## config.mk

```make
export PLATFORM = sky130hd
export DESIGN_NAME = sorted_trimmed_mean_filter_unit
export DESIGN_NICKNAME = d
export VERILOG_FILES = /design/src/rtl/stfm_pkg.sv /design/src/rtl/stfm_cell.sv /design/src/rtl/sorted_trimmed_mean_filter_unit.sv
export SDC_FILE = /design/constraint.sdc
export NUM_CORES = 1
export LEC_CHECK = 0
export BUFFER_PORTS_ARGS = -buffer_cell sky130_fd_sc_hd__buf_2
export CAP_MARGIN = 20
export CORE_MARGIN = 4
export CORE_UTILIZATION = 25
export DETAILED_ROUTE_END_ITERATION = 12
export PLACE_DENSITY = 0.37
export SYNTH_ARGS = -nofsm -noshare
export SYNTH_HDL_FRONTEND = slang
export SYNTH_HIERARCHICAL = 1
export SYNTH_SLANG_ARGS = --single-unit
```

## constraint.sdc

```tcl
create_clock -name clk -period 12 [get_ports clk]
set_input_delay 1.8 -clock clk [delete_from_list [all_inputs] [get_ports clk]]
set_output_delay 1.8 -clock clk [all_outputs]
set_load 0.02 [all_outputs]
```

## src/rtl/stfm_pkg.sv

```systemverilog
// stfm_pkg: shared types and constants for the sorted trimmed-mean filter
// used by stfm_cell and sorted_trimmed_mean_filter_unit; no dependencies
package stfm_pkg;

  localparam int SAMPLE_WIDTH = 16;
  localparam int STORE_DEPTH  = 6;
  localparam int CARRY_COUNT  = 2;
  localparam int FILL_W       = $clog2(STORE_DEPTH + 1);
  localparam int SUM_W        = SAMPLE_WIDTH + 1;

  localparam logic [FILL_W-1:0] FILL_RESET = FILL_W'(CARRY_COUNT);
  localparam logic [FILL_W-1:0] FILL_LAST  = FILL_W'(STORE_DEPTH - 1);

  typedef logic [SAMPLE_WIDTH-1:0] sample_t;
  typedef logic [FILL_W-1:0]       fill_t;
  typedef logic [SUM_W-1:0]        sum_t;

  typedef struct packed {
    logic en;
    logic occupied;
    logic at_end;
    logic load_carry;
  } cell_ctrl_t;

endpackage

```

## src/rtl/stfm_cell.sv

```systemverilog
// stfm_cell: one slot of the sorted store with compare-and-shift insertion
// depends on stfm_pkg
module stfm_cell
  import stfm_pkg::*;
(
  input  logic       clk,
  input  logic       rst,
  input  cell_ctrl_t ctrl,
  input  sample_t    sample,
  input  sample_t    left_value,
  input  logic       left_shift,
  input  sample_t    carry_value,
  output sample_t    value,
  output sample_t    value_next,
  output logic       shift
);

  logic take_sample;

  assign shift       = ctrl.occupied && (sample < value);
  assign take_sample = ctrl.occupied ? shift : ctrl.at_end;

  always_comb begin
    if (left_shift) begin
      value_next = left_value;
    end else if (take_sample) begin
      value_next = sample;
    end else begin
      value_next = value;
    end
  end

  always_ff @(posedge clk) begin
    if (rst) begin
      value <= '0;
    end else if (ctrl.en) begin
      value <= ctrl.load_carry ? carry_value : value_next;
    end
  end

endmodule

```

## src/rtl/sorted_trimmed_mean_filter_unit.sv

```systemverilog
// sorted_trimmed_mean_filter_unit: six-cell sorted store, emits the mean of the
// middle two values every fourth sample; depends on stfm_pkg and stfm_cell
// a result is registered and valid in the cycle after the beat that fills the sixth slot
// throughput: one sample per cycle unless in_stall holds the input, as insertion is combinational across the cells
// input stalls only on a batch-ending beat while an earlier result is still unread
// reset: store cleared to zeros, fill count two, no result pending
module sorted_trimmed_mean_filter_unit
  import stfm_pkg::*;
(
  input  logic    clk,
  input  logic    rst,
  input  logic    in_valid,
  output logic    in_stall,
  input  sample_t sample,
  output logic    out_valid,
  input  logic    out_stall,
  output sample_t filtered_value
);

  fill_t      fill_count;
  fill_t      fill_count_next;
  logic       in_accept;
  logic       batch_done;
  sum_t       mid_sum;
  sample_t    values [STORE_DEPTH];
  sample_t    nexts  [STORE_DEPTH];
  logic       shifts [STORE_DEPTH];
  cell_ctrl_t ctrls  [STORE_DEPTH];
  logic       sorted_ok;

  assign in_stall   = (fill_count == FILL_LAST) && out_valid && out_stall;
  assign in_accept  = in_valid && !in_stall;
  assign batch_done = in_accept && (fill_count == FILL_LAST);

  for (genvar k = 0; k < STORE_DEPTH; k++) begin : g_cell
    sample_t left_value;
    logic    left_shift;
    sample_t carry_value;

    assign ctrls[k].en         = in_accept;
    assign ctrls[k].occupied   = fill_count > FILL_W'(k);
    assign ctrls[k].at_end     = fill_count == FILL_W'(k);
    assign ctrls[k].load_carry = batch_done && (k < CARRY_COUNT);

    if (k == 0) begin : g_first
      assign left_value = '0;
      assign left_shift = 1'b0;
    end else begin : g_rest
      assign left_value = values[k-1];
      assign left_shift = shifts[k-1];
    end

    if (k < CARRY_COUNT) begin : g_carry
      assign carry_value = nexts[k+CARRY_COUNT];
    end else begin : g_nocarry
      assign carry_value = nexts[k];
    end

    stfm_cell u_cell (
      .clk         (clk),
      .rst         (rst),
      .ctrl        (ctrls[k]),
      .sample      (sample),
      .left_value  (left_value),
      .left_shift  (left_shift),
      .carry_value (carry_value),
      .value       (values[k]),
      .value_next  (nexts[k]),
      .shift       (shifts[k])
    );
  end

  // middle two of the six sorted values
  assign mid_sum = {1'b0, nexts[CARRY_COUNT]} + {1'b0, nexts[CARRY_COUNT+1]};

  always_comb begin
    if (batch_done) begin
      fill_count_next = FILL_RESET;
    end else if (in_accept) begin
      fill_count_next = fill_count + FILL_W'(1);
    end else begin
      fill_count_next = fill_count;
    end
  end

  always_ff @(posedge clk) begin
    if (rst) begin
      fill_count <= FILL_RESET;
      out_valid  <= 1'b0;
    end else begin
      fill_count <= fill_count_next;
      if (batch_done) begin
        out_valid <= 1'b1;
      end else if (!out_stall) begin
        out_valid <= 1'b0;
      end
    end
  end

  always_ff @(posedge clk) begin
    if (batch_done) begin
      filtered_value <= mid_sum[SUM_W-1:1];
    end
  end

  always_comb begin
    sorted_ok = 1'b1;
    for (int k = 0; k < STORE_DEPTH - 1; k++) begin
      if ((fill_count > FILL_W'(k + 1)) && (values[k] > values[k+1])) begin
        sorted_ok = 1'b0;
      end
    end
  end

  a_fill_range: assert property (@(posedge clk) disable iff (rst)
    (fill_count >= FILL_RESET) && (fill_count <= FILL_LAST))
    else $error("fill count out of range");

  a_store_sorted: assert property (@(posedge clk) disable iff (rst) sorted_ok)
    else $error("occupied store entries not ascending");

  a_batch_wrap: assert property (@(posedge clk) disable iff (rst)
    batch_done |=> (fill_count == FILL_RESET) && out_valid)
    else $error("batch end did not restart fill and post a result");

  a_result_source: assert property (@(posedge clk) disable iff (rst)
    (in_valid && !in_stall && (fill_count != FILL_LAST) && out_valid && !out_stall)
      |=> !out_valid)
    else $error("result beat appeared without a batch end");

endmodule
```

==> results by group <==
Outcome
  – Status: finished clean

Global routing
  – Largest net degree at the start of global routing: 77
  – GRT Residual Overflow: 0
  – GR Util All Layers: between 10% and 20%
  – Global-route wire length before repair: ~56000 um
  – Initial antenna violation count: 1
  – Vias in the first global route: between 9000 and 10000

Timing
  – Total Neg Setup Slack: 0 ns
  – Fmax: 154 MHz
  – Final Hold Viols: 0
  – Setup Skew: around 0.012 ns
  – Final Slew Violations: 0
  – Tmin final: between 6 and 7 ns
  – Slew @ Worst Pin: 1.07 ns
  – Final setup violating endpoints: 0
  – Max transition margin: 28.1%
  – RSZ-0062 raised after global routing: false
  – Worst Slack Setup Final: approximately 5.5 ns
  – Fin crit share: ~54%

Final layout
  – Syn-to-layout area delta: 9.84%
  – Fin nets: about 1300
  – Antenna Diode Count: 0
  – Share of cells above drive strength 1: 7.95%
  – Layout filler cell count: 3830

Pwr
  – Share of power burned in registers: a little over a quarter
  – Pwr/cell area: ~150 nW/um^2
  – Clock share of power: 22.0%
  – Combinational Power Share: between 50% and 60%
  – Leakage power: 0.00352 uW
  – Peak VDD IR: 0.0000754 V
  – Sw Pwr: between 600 and 700 uW
  – Switching Fraction: 46.5%
  – Cell internal pwr: between 700 and 800 uW

Synth
  – Synth Cell Area: 8810 um^2
  – Synthesized area per cell: a little over 7 um^2
  – Total of warnings raised by yosys: 6
  – Syn Inst Count: 1248

Worst setup path
  – Stages on the worst setup path: 19
  – CP cell instances: buf_2, ha_1, a21o_1, a21o_1, a221oi_1, o41ai_4, buf_4, inv_2, buf_4, inv_2, nor2_1, a31oi_1, and2_1, fa_1, a21oi_1, o211ai_1, nand3_1, nand2_1, a311o_1
  – Critical path fanouts, max: 44
  – Delay-heaviest family, CP: buffers and inverters
  – CP Class: in2reg
  – Worst Path Arrival: between 6 and 7 ns
  – Crit path buf inv count: 5
  – CP Launch Type: input pin
  – Slowest cell on the critical path: buf_4
  – Critical path's largest stage delay: around 0.50 ns
  – Critical path endpoint category: flip-flop
  – R2R cell count: 19
  – Worst R2R Start: fill_count[0]$_SDFFE_PP0P_
  – WP data required: 12.13 ns
  – CP startpoint: sample[13]
  – Reg2Reg Setup Slack: around 6.7 ns

Clock network
  – # hold bufs at CTS: 0
  – CTS max path bufs: 2
  – Clk sinks: 84
  – Setup Buffers After CTS: 0
  – Clk Latency, worst-skew pair: around 0.38 ns
  – TritonCTS clock tree: done
  – Worst-path clk slew: around 0.08 ns
  – Clk root buf: clkbuf_16
  – CTS Buf Count: 9
  – Post_cts resized: 0
  – H-Tree Depth: 3

Route
  – DRC: 0
  – Average wire per standard cell: 20.9 um
  – Detailed Route Iter0 Violations: about 690
  – Routed WL: 35300 um
  – Drt first pass iters: 5
  – Vias: just over 9000
  – Post-DRT Antenna Nets: 0
  – Post-DR vias/cell: approximately 5.4

Flow run
  – Max_cap viols: 0

Min path
  – Worst hold stages: 2
  – Hold_sp: g_cell[0].u_cell/value[2]$_SDFFE_PP0P_
  – Hold Crit Class: reg2reg

Die
  – Die W: between 150 and 200 um
  – Starting Density: between 20% and 30%
  – Die Y: about 200 um
  – FP Rows: between 60 and 70
  – Io pins: 38
  – Core area: ~35000 um^2
  – DIE AREA: 38300 um^2

Placed design
  – DP HPWL: approximately 25000 um
  – Port-buffer cells: 37
  – GP Congestion: 0.793
  – Post-Place Worst Slack: 5.08 ns
-- stage by stage --
step	total power, uW	cells	util [%]	instance area [um^2]	hold WS (ns)
2_1_floorplan	894	1266	-	8880	0.471
3_3_place_gp	1110	1672	27.1	9370	0.510
3_5_place_dp	1100	1672	27.1	9370	0.502
4_1_cts	1430	1688	28.0	9680	0.516
5_1_grt	1540	1688	28.0	9680	0.523
6_report	1420	1688	28.0	9680	0.513
-- path summary, 6_finish.rpt --
check,end
min,g_cell[0].u_cell/value[2]$_SDFFE_PP0P_
max reg2reg,filtered_value[15]$_DFFE_PP_
max,filtered_value[15]$_DFFE_PP_
min reg2reg,g_cell[0].u_cell/value[2]$_SDFFE_PP0P_
-- state kept, by name, indices dropped and copies added, names as in the netlist --
signal	flops
fill_count	3
g_cell.u_cell/value	64
filtered_value	16
out_valid	1
-- layout make-up --
cell class / instances / area [um^2] / area share, %
timing repair buffer: 56 / 328 / 3.39
tap: 455 / 569 / 5.88
sequential: 84 / 1840 / 19.0
inverter: 81 / 304 / 3.14
clock inverter: 7 / 83.8 / 0.866
clock buffer: 9 / 225 / 2.33
multi-input combinational: 996 / 6330 / 65.4
-- layer usage --
metal | part of all wire (%) | global-route usage [%]
met2 | 45 | 29.6
met4 | 1.2 | 4.09
met3 | 4.0 | 1.85
met1 | 49 | 26.3
met5 | 0 | 0
-- power groups by stage --
stage | sequential (uW) | clock, uW | combinational [uW]
after floorplan | 363 | 0 | 531
after global placement | 376 | 0 | 734
after detailed placement | 376 | 0 | 729
after CTS | 369 | 327 | 733
after global routing | 375 | 335 | 831
final | 370 | 313 | 738
-- placed cells by master (no fill, tap or decap), types with 6 or more instances in the layout --
cell	n
a211oi_1	14
o21ai_0	156
buf_2	37
inv_1	74
and2_1	6
a31oi_1	36
a21oi_1	139
o31a_1	48
nor3_1	55
xnor2_1	6
a311o_1	9
clkbuf_16	9
edfxtp_1	16
nand2_1	77
mux2i_1	8
inv_2	7
conb_1	19
a21o_1	15
o21a_1	15
nand3_1	40
ha_1	80
nand2b_1	30
nor2_1	118
buf_4	19
a311oi_1	49
dfxtp_1	68
a31o_1	8
o211ai_1	13
-- worst reg2reg max path: cells and delay by family, from the launching register on --
kind | cells | cell delay, ns
adders and majority gates | 2 | 0.63
and+or+nand+nor | 5 | 0.76
DFF | 1 | 0.45
buffers and inverters | 5 | 1.56
AOI/OAI and AO/OA | 7 | 1.71
Power figures use the tool's default switching activity.
